## config.mk

```make
export PLATFORM = sky130hd
export DESIGN_NAME = multi_slot_repeat_timer_table_top
export DESIGN_NICKNAME = d
export VERILOG_FILES = /design/src/mstt_pkg.sv /design/src/multi_slot_repeat_timer_table_top.sv /design/src/mstt_div.sv /design/src/mstt_dp.sv /design/src/mstt_ctrl.sv
export VERILOG_INCLUDE_DIRS = /design/src /design/src/src
export SDC_FILE = /design/constraint.sdc
export NUM_CORES = 2
export LEC_CHECK = 0
export BUFFER_PORTS_ARGS = -buffer_cell sky130_fd_sc_hd__buf_4
export CAP_MARGIN = 20
export CELL_PAD_IN_SITES_DETAIL_PLACEMENT = 1
export CELL_PAD_IN_SITES_GLOBAL_PLACEMENT = 1
export CORE_UTILIZATION = 52
export CTS_BUF_LIST = sky130_fd_sc_hd__clkbuf_4 sky130_fd_sc_hd__clkbuf_8
export CTS_CLUSTER_DIAMETER = 30
export CTS_CLUSTER_SIZE = 25
export DETAILED_ROUTE_END_ITERATION = 8
export PLACE_DENSITY = 0.78
export REMOVE_ABC_BUFFERS = 1
export SLEW_MARGIN = 15
export SYNTH_ARGS = -nofsm -noshare
export SYNTH_HDL_FRONTEND = slang
export SYNTH_HIERARCHICAL = 1
export SYNTH_SLANG_ARGS = --single-unit
```

## constraint.sdc

```tcl
create_clock -name clk -period 8.7 [get_ports clk]
set_input_delay 1.74 -clock clk [delete_from_list [all_inputs] [get_ports clk]]
set_output_delay 1.74 -clock clk [all_outputs]
set_load 0.005 [all_outputs]
```

## src/multi_slot_repeat_timer_table_top_defines.svh

```systemverilog
// ----------------------------------------------------------------------------
// Timer table assertion macros
// Shared property shorthands for the timer table checks.
// ----------------------------------------------------------------------------
`ifndef MULTI_SLOT_REPEAT_TIMER_TABLE_TOP_DEFINES_SVH
`define MULTI_SLOT_REPEAT_TIMER_TABLE_TOP_DEFINES_SVH

// same-cycle implication
`define MSTT_ASSERT_IMP(label, clk, rst_n, ante, cons, msg) \
	label: assert property (@(posedge clk) disable iff (!rst_n) (ante) |-> (cons)) \
		else $error(msg);

// next-cycle implication
`define MSTT_ASSERT_NXT(label, clk, rst_n, ante, cons, msg) \
	label: assert property (@(posedge clk) disable iff (!rst_n) (ante) |=> (cons)) \
		else $error(msg);

`endif

```

## src/mstt_pkg.sv

```systemverilog
// ----------------------------------------------------------------------------
// Timer table package
// Beat types, operation and status codes, controller states and the
// command/status bundles between controller and datapath.
// ----------------------------------------------------------------------------
package mstt_pkg;

	localparam int MAX_RESULTS = 16;
	localparam int EV_CNT_W    = $clog2(MAX_RESULTS + 1);
	localparam int DIV_W       = 33;

	typedef enum logic [1:0] {
		OP_SET      = 2'd0,
		OP_KILL     = 2'd1,
		OP_KILL_ALL = 2'd2,
		OP_TICK     = 2'd3
	} op_e_t;

	typedef enum logic [1:0] {
		ST_OK          = 2'd0,
		ST_ZERO_REPEAT = 2'd1,
		ST_FULL        = 2'd2,
		ST_NOT_FOUND   = 2'd3
	} status_e_t;

	typedef enum logic {
		KIND_STATUS = 1'b0,
		KIND_EVENT  = 1'b1
	} kind_e_t;

	typedef enum logic [2:0] {
		S_IDLE,
		S_WALK,
		S_DRAIN,
		S_COMMIT,
		S_FLUSH
	} state_t;

	typedef struct packed {
		logic [1:0]  operation;
		logic [31:0] timer_id;
		logic [31:0] elapse_ms;
		logic [31:0] repeat_count;
		logic [31:0] bound_param;
	} item_t;

	typedef struct packed {
		logic        result_kind;
		logic [1:0]  status;
		logic [31:0] fired_id;
		logic [31:0] fired_param;
		logic        last;
	} result_t;

	typedef struct packed {
		logic load;
		logic walk_rd;
		logic commit;
		logic flush;
	} dp_cmd_t;

	typedef struct packed {
		logic walk_last;
		logic is_tick;
		logic commit_ready;
	} dp_sts_t;

endpackage

```

## src/multi_slot_repeat_timer_table_top.sv

```systemverilog
// ----------------------------------------------------------------------------
// Multi-slot repeating timer table
// Timer slots with set, kill, kill-all and tick; expiry events per tick.
// ----------------------------------------------------------------------------
// An item is taken when start is high and busy is low; busy then stays high
// until the item is done. Every item walks the slots one per cycle through a
// single memory read port. A set also rounds the elapse up to ticks in a
// reciprocal multiply that runs beside the walk, and its commit waits for
// the quotient. Set, kill and kill-all give one status beat, with last set,
// in the cycle busy falls. A tick gives one event beat per firing slot in
// slot order (at most 16), the final one with last set as busy falls, and
// no beat at all when nothing fires. Beats are shown for one cycle with
// result_valid and cannot be held off. Write the forever-repeat code only
// while busy is low.
`include "multi_slot_repeat_timer_table_top_defines.svh"

module multi_slot_repeat_timer_table_top #(
	parameter int TIMER_SLOTS = 16,
	parameter int TICK_MS     = 20
) (
	input  logic              clk,
	input  logic              arst_n,
	input  logic              start,
	output logic              busy,
	input  mstt_pkg::item_t   item,
	output logic              result_valid,
	output mstt_pkg::result_t result,
	input  logic              cfg_we,
	input  logic [31:0]       cfg_wdata
);
	import mstt_pkg::*;

	dp_cmd_t cmd;
	dp_sts_t sts;

	mstt_ctrl u_ctrl (
		.clk    (clk),
		.arst_n (arst_n),
		.start  (start),
		.sts    (sts),
		.cmd    (cmd),
		.busy   (busy)
	);

	mstt_dp #(
		.TIMER_SLOTS (TIMER_SLOTS),
		.TICK_MS     (TICK_MS)
	) u_dp (
		.clk          (clk),
		.arst_n       (arst_n),
		.item         (item),
		.cfg_we       (cfg_we),
		.cfg_wdata    (cfg_wdata),
		.cmd          (cmd),
		.sts          (sts),
		.result_valid (result_valid),
		.result       (result)
	);

	`MSTT_ASSERT_IMP(a_last_at_done, clk, arst_n, result_valid, result.last == !busy, "last flag disagrees with busy")
	`MSTT_ASSERT_IMP(a_status_is_last, clk, arst_n, result_valid && result.result_kind == KIND_STATUS, result.last, "status beat without last")
	`MSTT_ASSERT_IMP(a_beat_from_work, clk, arst_n, result_valid, $past(busy), "beat without an item in flight")
	`MSTT_ASSERT_NXT(a_accept_busy, clk, arst_n, start && !busy, busy, "accepted item did not raise busy")

endmodule

```

## src/mstt_div.sv

```systemverilog
// ----------------------------------------------------------------------------
// Timer table tick divider
// Reciprocal multiply by a fixed divisor: operand, two partial products, sum.
// The quotient register and done are loaded together from the sum.
// ----------------------------------------------------------------------------
module mstt_div #(
	parameter int DIVISOR = 20
) (
	input  logic                       clk,
	input  logic                       arst_n,
	input  logic                       start,
	input  logic [mstt_pkg::DIV_W-1:0] dividend,
	output logic [mstt_pkg::DIV_W-1:0] quotient,
	output logic                       done
);
	import mstt_pkg::*;

	// floor(x / DIVISOR) == (x * RECIP) >> SHIFT for every DIV_W-bit x
	localparam int L_W   = $clog2(DIVISOR);
	localparam int SHIFT = DIV_W + L_W;
	localparam int R_W   = DIV_W + 1;
	localparam int H_W   = R_W / 2;
	localparam int PP_W  = DIV_W + H_W;
	localparam int P_W   = DIV_W + SHIFT;
	localparam longint unsigned RECIP_FULL =
		((64'd1 << SHIFT) + 64'(DIVISOR) - 64'd1) / 64'(DIVISOR);
	localparam logic [R_W-1:0] RECIP    = R_W'(RECIP_FULL);
	localparam logic [H_W-1:0] RECIP_LO = RECIP[H_W-1:0];
	localparam logic [H_W-1:0] RECIP_HI = RECIP[R_W-1:H_W];

	logic [DIV_W-1:0] x_s1;
	logic             vld_s1;
	logic             vld_s2;
	logic [PP_W-1:0]  prod_lo_s2;
	logic [PP_W-1:0]  prod_hi_s2;
	logic [P_W-1:0]   prod_sum;
	logic [DIV_W-1:0] quot_q;
	logic             done_q;

	assign prod_sum = P_W'(prod_lo_s2) + (P_W'(prod_hi_s2) << H_W);

	always_ff @(posedge clk or negedge arst_n) begin
		if (!arst_n) begin
			vld_s1 <= 1'b0;
			vld_s2 <= 1'b0;
			done_q <= 1'b0;
		end else begin
			vld_s1 <= start;
			vld_s2 <= vld_s1;
			if (start)
				done_q <= 1'b0;
			else if (vld_s2)
				done_q <= 1'b1;
		end
	end

	always_ff @(posedge clk) begin
		if (start)
			x_s1 <= dividend;
		if (vld_s1) begin
			prod_lo_s2 <= PP_W'(x_s1) * PP_W'(RECIP_LO);
			prod_hi_s2 <= PP_W'(x_s1) * PP_W'(RECIP_HI);
		end
		if (vld_s2)
			quot_q <= prod_sum[SHIFT +: DIV_W];
	end

	assign quotient = quot_q;
	assign done     = done_q;

endmodule

```

## src/mstt_dp.sv

```systemverilog
// ----------------------------------------------------------------------------
// Timer table datapath
// Slot memories, valid bits, slot walk, search, tick countdown and the
// result register.
// ----------------------------------------------------------------------------
module mstt_dp #(
	parameter int TIMER_SLOTS = 16,
	parameter int TICK_MS     = 20
) (
	input  logic              clk,
	input  logic              arst_n,
	input  mstt_pkg::item_t   item,
	input  logic              cfg_we,
	input  logic [31:0]       cfg_wdata,
	input  mstt_pkg::dp_cmd_t cmd,
	output mstt_pkg::dp_sts_t sts,
	output logic              result_valid,
	output mstt_pkg::result_t result
);
	import mstt_pkg::*;

	localparam int IW = (TIMER_SLOTS > 1) ? $clog2(TIMER_SLOTS) : 1;

	logic [31:0] id_mem    [TIMER_SLOTS];
	logic [31:0] param_mem [TIMER_SLOTS];
	logic [31:0] per_mem   [TIMER_SLOTS];
	logic [31:0] rem_mem   [TIMER_SLOTS];
	logic [31:0] rep_mem   [TIMER_SLOTS];

	logic [TIMER_SLOTS-1:0] valid_q;
	logic [31:0]            forever_q;
	item_t                  item_q;

	logic [IW-1:0] idx_q;
	logic [IW-1:0] idx_s1;
	logic          rd_vld_s1;
	logic [31:0]   id_s1, param_s1, per_s1, rem_s1, rep_s1;

	logic          match_q, free_q;
	logic [IW-1:0] match_idx_q, free_idx_q;

	logic                pend_vld_q;
	logic [31:0]         pend_id_q, pend_param_q;
	logic [EV_CNT_W-1:0] ev_cnt_q;

	logic          res_vld_q;
	result_t       res_q;

	logic [DIV_W-1:0] dividend, quotient;
	logic             div_done;
	logic [31:0]      ticks;

	logic          is_tick, rep_zero, slot_on, tick_act, fire, counts, retire, capture;
	logic          set_wr, kill_wr;
	logic [IW-1:0] tgt;
	logic [1:0]    status_code;

	assign dividend = DIV_W'(item.elapse_ms) + DIV_W'(TICK_MS - 1);

	mstt_div #(.DIVISOR(TICK_MS)) u_div (
		.clk      (clk),
		.arst_n   (arst_n),
		.start    (cmd.load),
		.dividend (dividend),
		.quotient (quotient),
		.done     (div_done)
	);

	// zero elapse still waits one tick
	assign ticks = (quotient == '0) ? 32'd1 : quotient[31:0];

	assign is_tick  = item_q.operation == OP_TICK;
	assign rep_zero = item_q.repeat_count == 32'd0;
	assign slot_on  = rd_vld_s1 && valid_q[idx_s1];
	assign tick_act = slot_on && is_tick;
	assign fire     = tick_act && (rem_s1 <= 32'd1);
	assign counts   = fire && (rep_s1 != forever_q);
	assign retire   = counts && (rep_s1 <= 32'd1);
	assign capture  = fire && (ev_cnt_q < EV_CNT_W'(MAX_RESULTS));
	assign tgt      = match_q ? match_idx_q : free_idx_q;

	always_comb begin
		unique case (item_q.operation)
			OP_SET: begin
				if (rep_zero)
					status_code = ST_ZERO_REPEAT;
				else if (match_q || free_q)
					status_code = ST_OK;
				else
					status_code = ST_FULL;
			end
			OP_KILL:     status_code = match_q ? ST_OK : ST_NOT_FOUND;
			OP_KILL_ALL: status_code = ST_OK;
			default:     status_code = ST_OK;
		endcase
	end

	assign set_wr  = cmd.commit && (item_q.operation == OP_SET) && !rep_zero
		&& (match_q || free_q);
	assign kill_wr = cmd.commit && (item_q.operation == OP_KILL) && match_q;

	assign sts.walk_last    = idx_q == IW'(TIMER_SLOTS - 1);
	assign sts.is_tick      = is_tick;
	assign sts.commit_ready = !((item_q.operation == OP_SET) && !rep_zero && !div_done);

	// configuration and captured item
	always_ff @(posedge clk or negedge arst_n) begin
		if (!arst_n)
			forever_q <= 32'hFFFF_FFFF;
		else if (cfg_we)
			forever_q <= cfg_wdata;
	end

	always_ff @(posedge clk) begin
		if (cmd.load)
			item_q <= item;
	end

	// slot walk
	always_ff @(posedge clk or negedge arst_n) begin
		if (!arst_n) begin
			idx_q     <= '0;
			idx_s1    <= '0;
			rd_vld_s1 <= 1'b0;
		end else begin
			rd_vld_s1 <= cmd.walk_rd;
			idx_s1    <= idx_q;
			if (cmd.load)
				idx_q <= '0;
			else if (cmd.walk_rd)
				idx_q <= idx_q + 1'b1;
		end
	end

	// slot memories: one read at the walk index, one write
	always_ff @(posedge clk) begin
		if (cmd.walk_rd) begin
			id_s1    <= id_mem[idx_q];
			param_s1 <= param_mem[idx_q];
			per_s1   <= per_mem[idx_q];
			rem_s1   <= rem_mem[idx_q];
			rep_s1   <= rep_mem[idx_q];
		end
		if (set_wr) begin
			id_mem[tgt]    <= item_q.timer_id;
			param_mem[tgt] <= item_q.bound_param;
			per_mem[tgt]   <= ticks;
		end
		if (set_wr)
			rem_mem[tgt] <= ticks;
		else if (tick_act)
			rem_mem[idx_s1] <= fire ? per_s1 : rem_s1 - 32'd1;
		if (set_wr)
			rep_mem[tgt] <= item_q.repeat_count;
		else if (counts && !retire)
			rep_mem[idx_s1] <= rep_s1 - 32'd1;
	end

	always_ff @(posedge clk or negedge arst_n) begin
		if (!arst_n) begin
			valid_q <= '0;
		end else begin
			if (cmd.commit && (item_q.operation == OP_KILL_ALL))
				valid_q <= '0;
			else if (set_wr)
				valid_q[tgt] <= 1'b1;
			else if (kill_wr)
				valid_q[match_idx_q] <= 1'b0;
			else if (retire)
				valid_q[idx_s1] <= 1'b0;
		end
	end

	// search: first valid id match, first free slot
	always_ff @(posedge clk or negedge arst_n) begin
		if (!arst_n) begin
			match_q     <= 1'b0;
			free_q      <= 1'b0;
			match_idx_q <= '0;
			free_idx_q  <= '0;
		end else if (cmd.load) begin
			match_q <= 1'b0;
			free_q  <= 1'b0;
		end else if (rd_vld_s1 && !is_tick) begin
			if (slot_on && (id_s1 == item_q.timer_id) && !match_q) begin
				match_q     <= 1'b1;
				match_idx_q <= idx_s1;
			end
			if (!valid_q[idx_s1] && !free_q) begin
				free_q     <= 1'b1;
				free_idx_q <= idx_s1;
			end
		end
	end

	// expiry events: hold one back so the final one can carry last
	always_ff @(posedge clk or negedge arst_n) begin
		if (!arst_n) begin
			pend_vld_q <= 1'b0;
			ev_cnt_q   <= '0;
		end else if (cmd.load) begin
			pend_vld_q <= 1'b0;
			ev_cnt_q   <= '0;
		end else if (capture) begin
			pend_vld_q <= 1'b1;
			ev_cnt_q   <= ev_cnt_q + 1'b1;
		end else if (cmd.flush) begin
			pend_vld_q <= 1'b0;
		end
	end

	always_ff @(posedge clk) begin
		if (capture) begin
			pend_id_q    <= id_s1;
			pend_param_q <= param_s1;
		end
	end

	// result register
	always_ff @(posedge clk or negedge arst_n) begin
		if (!arst_n)
			res_vld_q <= 1'b0;
		else
			res_vld_q <= cmd.commit || ((capture || cmd.flush) && pend_vld_q);
	end

	always_ff @(posedge clk) begin
		if (cmd.commit) begin
			res_q.result_kind <= KIND_STATUS;
			res_q.status      <= status_code;
			res_q.fired_id    <= '0;
			res_q.fired_param <= '0;
			res_q.last        <= 1'b1;
		end else if ((capture || cmd.flush) && pend_vld_q) begin
			res_q.result_kind <= KIND_EVENT;
			res_q.status      <= ST_OK;
			res_q.fired_id    <= pend_id_q;
			res_q.fired_param <= pend_param_q;
			res_q.last        <= cmd.flush;
		end
	end

	assign result_valid = res_vld_q;
	assign result       = res_q;

endmodule

```

## src/mstt_ctrl.sv

```systemverilog
// ----------------------------------------------------------------------------
// Timer table controller
// Sequences the slot walk, the commit of set, kill and kill-all results and
// the flush of the last expiry event.
// ----------------------------------------------------------------------------
module mstt_ctrl (
	input  logic              clk,
	input  logic              arst_n,
	input  logic              start,
	input  mstt_pkg::dp_sts_t sts,
	output mstt_pkg::dp_cmd_t cmd,
	output logic              busy
);
	import mstt_pkg::*;

	state_t state_q, state_d;

	always_ff @(posedge clk or negedge arst_n) begin
		if (!arst_n)
			state_q <= S_IDLE;
		else
			state_q <= state_d;
	end

	always_comb begin
		state_d = state_q;
		unique case (state_q)
			S_IDLE:   if (start) state_d = S_WALK;
			S_WALK:   if (sts.walk_last) state_d = S_DRAIN;
			S_DRAIN:  state_d = sts.is_tick ? S_FLUSH : S_COMMIT;
			S_COMMIT: if (sts.commit_ready) state_d = S_IDLE;
			S_FLUSH:  state_d = S_IDLE;
			default:  state_d = S_IDLE;
		endcase
	end

	always_comb begin
		cmd  = '0;
		busy = 1'b1;
		unique case (state_q)
			S_IDLE: begin
				busy     = 1'b0;
				cmd.load = start;
			end
			S_WALK:   cmd.walk_rd = 1'b1;
			S_DRAIN:  ;
			S_COMMIT: cmd.commit = sts.commit_ready;
			S_FLUSH:  cmd.flush = 1'b1;
			default:  ;
		endcase
	end

endmodule
```

==> impl_metrics.sql <==
INSERT INTO impl_metrics (metric_group, metric, value, unit) VALUES
('timing', 'final_min_period_over_clock_period', '79.40', '%'),
('die', 'die-area', '0.2705', 'mm2'),
('worst_hold_path', 'min-delay-path-class', 'flop to flop', ''),
('synth', 'synth.distinct_cells', '88', ''),
('setup_path', 'timing.setup.critical_path_class', 'flop to flop', ''),
('die', 'placement_rows', '189', ''),
('clock_network', 'clk-insertion-delay-late', '1.21', 'ns'),
('synth', 'sequential_area_share_after_synthesis', '67.60', '%'),
('grt', 'grt_residual_overflow', '0', ''),
('detailed_routing', 'drcViolationCount', '2', ''),
('finish', 'fillers', '23240', ''),
('die', 'die_w', '520.1', 'um'),
('finish', 'area.growth.synth_to_final', '13.84', '%'),
('clock_network', 'post_cts.repair.setup_buffers', '0', ''),
('finish', 'layout_common_cells', 'sky130_fd_sc_hd__edfxtp_1, sky130_fd_sc_hd__mux4_2, sky130_fd_sc_hd__inv_1, sky130_fd_sc_hd__clkbuf_8, sky130_fd_sc_hd__ha_1', ''),
('synth', 'number_of_instances_in_the_synthesized_netlist', '7541', ''),
('grt', 'grt_start_max_net_pins', '148', ''),
('die', 'initial_core_util', '52.46', '%'),
('setup_path', 'crit_path_max_fanout', '10', ''),
('finish', 'drive_above_1_share', '27.40', '%'),
('synth', 'yosys_register_bits', '3176', ''),
('die', 'floorplan.die.height', '520.1', 'um'),
('setup_path', 'critical_path_arrival', '7.80', 'ns'),
('place', 'place_inst', '11130', ''),
('clock_network', 'tritoncts_clock_tree', 'built', ''),
('synth', 'synth.yosys.warnings', '6', ''),
('timing', 'max-slew-margin-rel', '23.76', '%'),
('finish', 'core_utilization_of_the_finished_layout', '59.72', '%'),
('clock_network', 'root_buffer', 'sky130_fd_sc_hd__clkbuf_8', ''),
('setup_path', 'critPathRequiredTime', '9.59', 'ns'),
('grt', 'grt_antenna_before_repair', '11', ''),
('outcome', 'failed_checks', 'DRC', ''),
('clock_network', 'clk_path_buf_depth', '4', ''),
('detailed_routing', 'wl_per_cell', '32.20', 'um'),
('clock_network', 'cts_h_tree_depth', '6', ''),
('setup_path', 'worstSetupEndpointType', 'flop', ''),
('outcome', 'outcome', 'finished, violations left', ''),
('clock_network', 'cts_inserted_buffers', '555', ''),
('clock_network', 'numClockSinks', '3176', ''),
('clock_network', 'clkSlewWorstSetupHoldPaths', '0.06', 'ns'),
('timing', 'setup_viol', '0', ''),
('detailed_routing', 'detailedRoute.firstIterationViolations', '8615', ''),
('finish', 'most_frequent_standard_cell_in_the_layout_excluding_fill_and_tap_cells', 'sky130_fd_sc_hd__edfxtp_1', ''),
('setup_path', 'worst_setup_path_start_kind', 'flop', ''),
('timing', 'tightest_slew', '1.144', 'ns'),
('synth', 'async_reset_ff_share', '2.519', '%'),
('clock_network', 'cts.repair.resized', '0', ''),
('synth', 'top_cell_type_s_share_of_synthesized_area', '65.19', '%'),
('clock_network', 'ctsHoldBuffers', '0', ''),
('place', 'port_buffers', '235', ''),
('timing', 'slew_viol_final', '0', ''),
('synth', 'synth_edf_count', '3030', ''),
('grt', 'track_usage', '29.00', '%'),
('place', 'detailedPlacementHpwl', '223500', 'um'),
('finish', 'ff_latch_area', '0.09437', 'mm2'),
('grt', 'grt_pass1_vias', '81880', ''),
('job', 'maxCapViolCount', '0', ''),
('synth', 'post_synth_instance_area', '0.1396', 'mm2'),
('timing', 'finalWorstPathRequiredPeriod', '6.907', 'ns'),
('die', 'ios', '236', ''),
('die', 'core-area', '0.2660', 'mm2'),
('detailed_routing', 'routed_wirelength', '391500', 'um'),
('synth', 'synthFlopType', 'sky130_fd_sc_hd__edfxtp_1', ''),
('finish', 'stdcell_count', '12160', ''),
('detailed_routing', 'detail_route.first_pass.iterations', '7', ''),
('finish', 'nets', '9087', ''),
('timing', 'setup_repair_after_global_routing_missed_its_margin', 'no', ''),
('synth', 'yosys-top-cells-area', 'sky130_fd_sc_hd__edfxtp_1, sky130_fd_sc_hd__mux4_2, sky130_fd_sc_hd__fa_1, sky130_fd_sc_hd__ha_1, sky130_fd_sc_hd__inv_1', ''),
('finish', 'multi_input_comb_area', '0.04175', 'mm2'),
('grt', 'grt_first_pass_wirelength', '566900', 'um'),
('synth', 'netlist.top_cell.by_area', 'sky130_fd_sc_hd__edfxtp_1', ''),
('detailed_routing', 'routed-via-count', '75230', ''),
('detailed_routing', 'route.detailed.vias_per_inst', '6.188', ''),
('detailed_routing', 'ant_nets', '0', ''),
('timing', 'max_freq', '144.8', 'MHz'),
('timing', 'timing_hold_violations_final', '0', ''),
('place', 'globalplace.congestion', '0.9200', ''),
('timing', 'finalClockSkew', '0.1446', 'ns'),
('synth', 'avgSynthCellArea', '18.51', 'um2');
-- logic make-up after synthesis --
| logic type | Yosys count | share of synthesized area, % |
|---|---|---|
| and+or+nand+nor | 815 | 2.815 |
| other | 1 | 0.002687 |
| AOI/OAI and AO/OA | 590 | 2.632 |
| xor gates and xnor gates | 295 | 1.851 |
| muxes | 891 | 13.65 |
| adders and majority gates | 757 | 8.631 |
| DFF | 3176 | 67.60 |
| buffers and inverters | 1016 | 2.818 |
-- registers in the layout, indices dropped and copies added, names as in the netlist, 33 cells and up --
register	flops
u_dp/u_div/prod_hi_s2	50
u_dp/rep_mem	512
u_dp/param_mem	512
u_dp/per_mem	512
u_dp/result	68
u_dp/u_div/prod_lo_s2	33
u_dp/rem_mem	512
u_dp/u_div/x_s1	33
u_dp/item_q	98
u_dp/id_mem	512
-- cell usage after synthesis (all sizes together) (14+ instances only) --
cell type,n
a21oi,230
dfstp,32
nand4,46
nand2,303
xnor2,138
fa,343
o21ai,149
ha,414
mux4,803
a31oi,34
inv,699
nand2b,16
clkbuf,249
and3,20
xor2,157
nor3,49
a21o,65
nand3,46
or4,14
and2,21
mux2,69
nor2,179
nor2b,19
nor4,52
dfrtp,48
dfxtp,66
buf,68
o31ai,16
mux2i,19
edfxtp,3030
-- critical path: stages, from the launching register on --
cell and delay (ns):
sky130_fd_sc_hd__edfxtp_1 0.63, sky130_fd_sc_hd__ha_1 0.51, sky130_fd_sc_hd__xor2_1 0.21, sky130_fd_sc_hd__ha_1 0.29, sky130_fd_sc_hd__inv_1 0.05, sky130_fd_sc_hd__fa_1 0.53
sky130_fd_sc_hd__inv_1 0.06, sky130_fd_sc_hd__fa_1 0.52, sky130_fd_sc_hd__fa_1 0.57, sky130_fd_sc_hd__inv_1 0.07, sky130_fd_sc_hd__fa_1 0.57, sky130_fd_sc_hd__inv_1 0.05
sky130_fd_sc_hd__ha_1 0.40, sky130_fd_sc_hd__a21oi_1 0.29, sky130_fd_sc_hd__inv_1 0.08, sky130_fd_sc_hd__a21oi_1 0.16, sky130_fd_sc_hd__o21ai_0 0.13, sky130_fd_sc_hd__o31ai_1 0.79
sky130_fd_sc_hd__o311ai_2 0.24, sky130_fd_sc_hd__a21oi_1 0.32, sky130_fd_sc_hd__a21oi_1 0.11, sky130_fd_sc_hd__o31ai_1 0.08
-- path summary, 6_finish.rpt --
path                                         startpoint                             endpoint  slack (ns)  cells past startpoint
max                        u_dp/u_div/x_s1[8]$_DFFE_PP_  u_dp/u_div/prod_hi_s2[44]$_DFFE_PP_        1.79                     21
min                         u_dp/param_s1[26]$_DFFE_PP_      u_dp/pend_param_q[26]$_DFFE_PP_        0.35                      0
max reg2reg                u_dp/u_div/x_s1[8]$_DFFE_PP_  u_dp/u_div/prod_hi_s2[44]$_DFFE_PP_        1.79                     21
min reg2reg                 u_dp/param_s1[26]$_DFFE_PP_      u_dp/pend_param_q[26]$_DFFE_PP_        0.35                      0
max in group asynchronous                        arst_n          u_dp/u_div/vld_s1$_DFF_PN0_        6.82                      2
min in group asynchronous                        arst_n       u_dp/forever_q[26]$_DFFE_PN1P_        0.95                      1
-- metrics by stage --
step                hold WS (ns)  setup TNS (ns)  area [um2]  setup WS, ns
floorplan                 0.4003        -2850.71      138300        -17.07
finish                    0.3495               0      158900         1.793
global route              0.3694               0      158900         1.532
CTS                       0.3637               0      158800         1.852
detailed placement        0.4057               0      146300         1.933
global placement          0.4017               0      146300         2.014
-- per-layer routing --
layer / wire (um) / part of all wire, % / GRT usage [%]
met1: 152400 / 39 / 38.96
met2: 195700 / 50 / 48.85
met5: 13 / 0.0033 / 0
met3: 30420 / 7.8 / 4.310
met4: 13030 / 3.3 / 9.786
-- area by class of cell --
type	instances	share of cell area, %
repair buffers	381	1.961
inverters	699	1.702
multi-input cells	3351	26.28
diodes	6	0.009450
clock inverters	392	2.716
clock buffers	620	5.158
flip-flops and latches	3176	59.40
well taps	3533	2.782
Power is left out: the tool's default activity adds up to more than one toggle a clock period on the data nets, which glitch-free logic cannot reach.
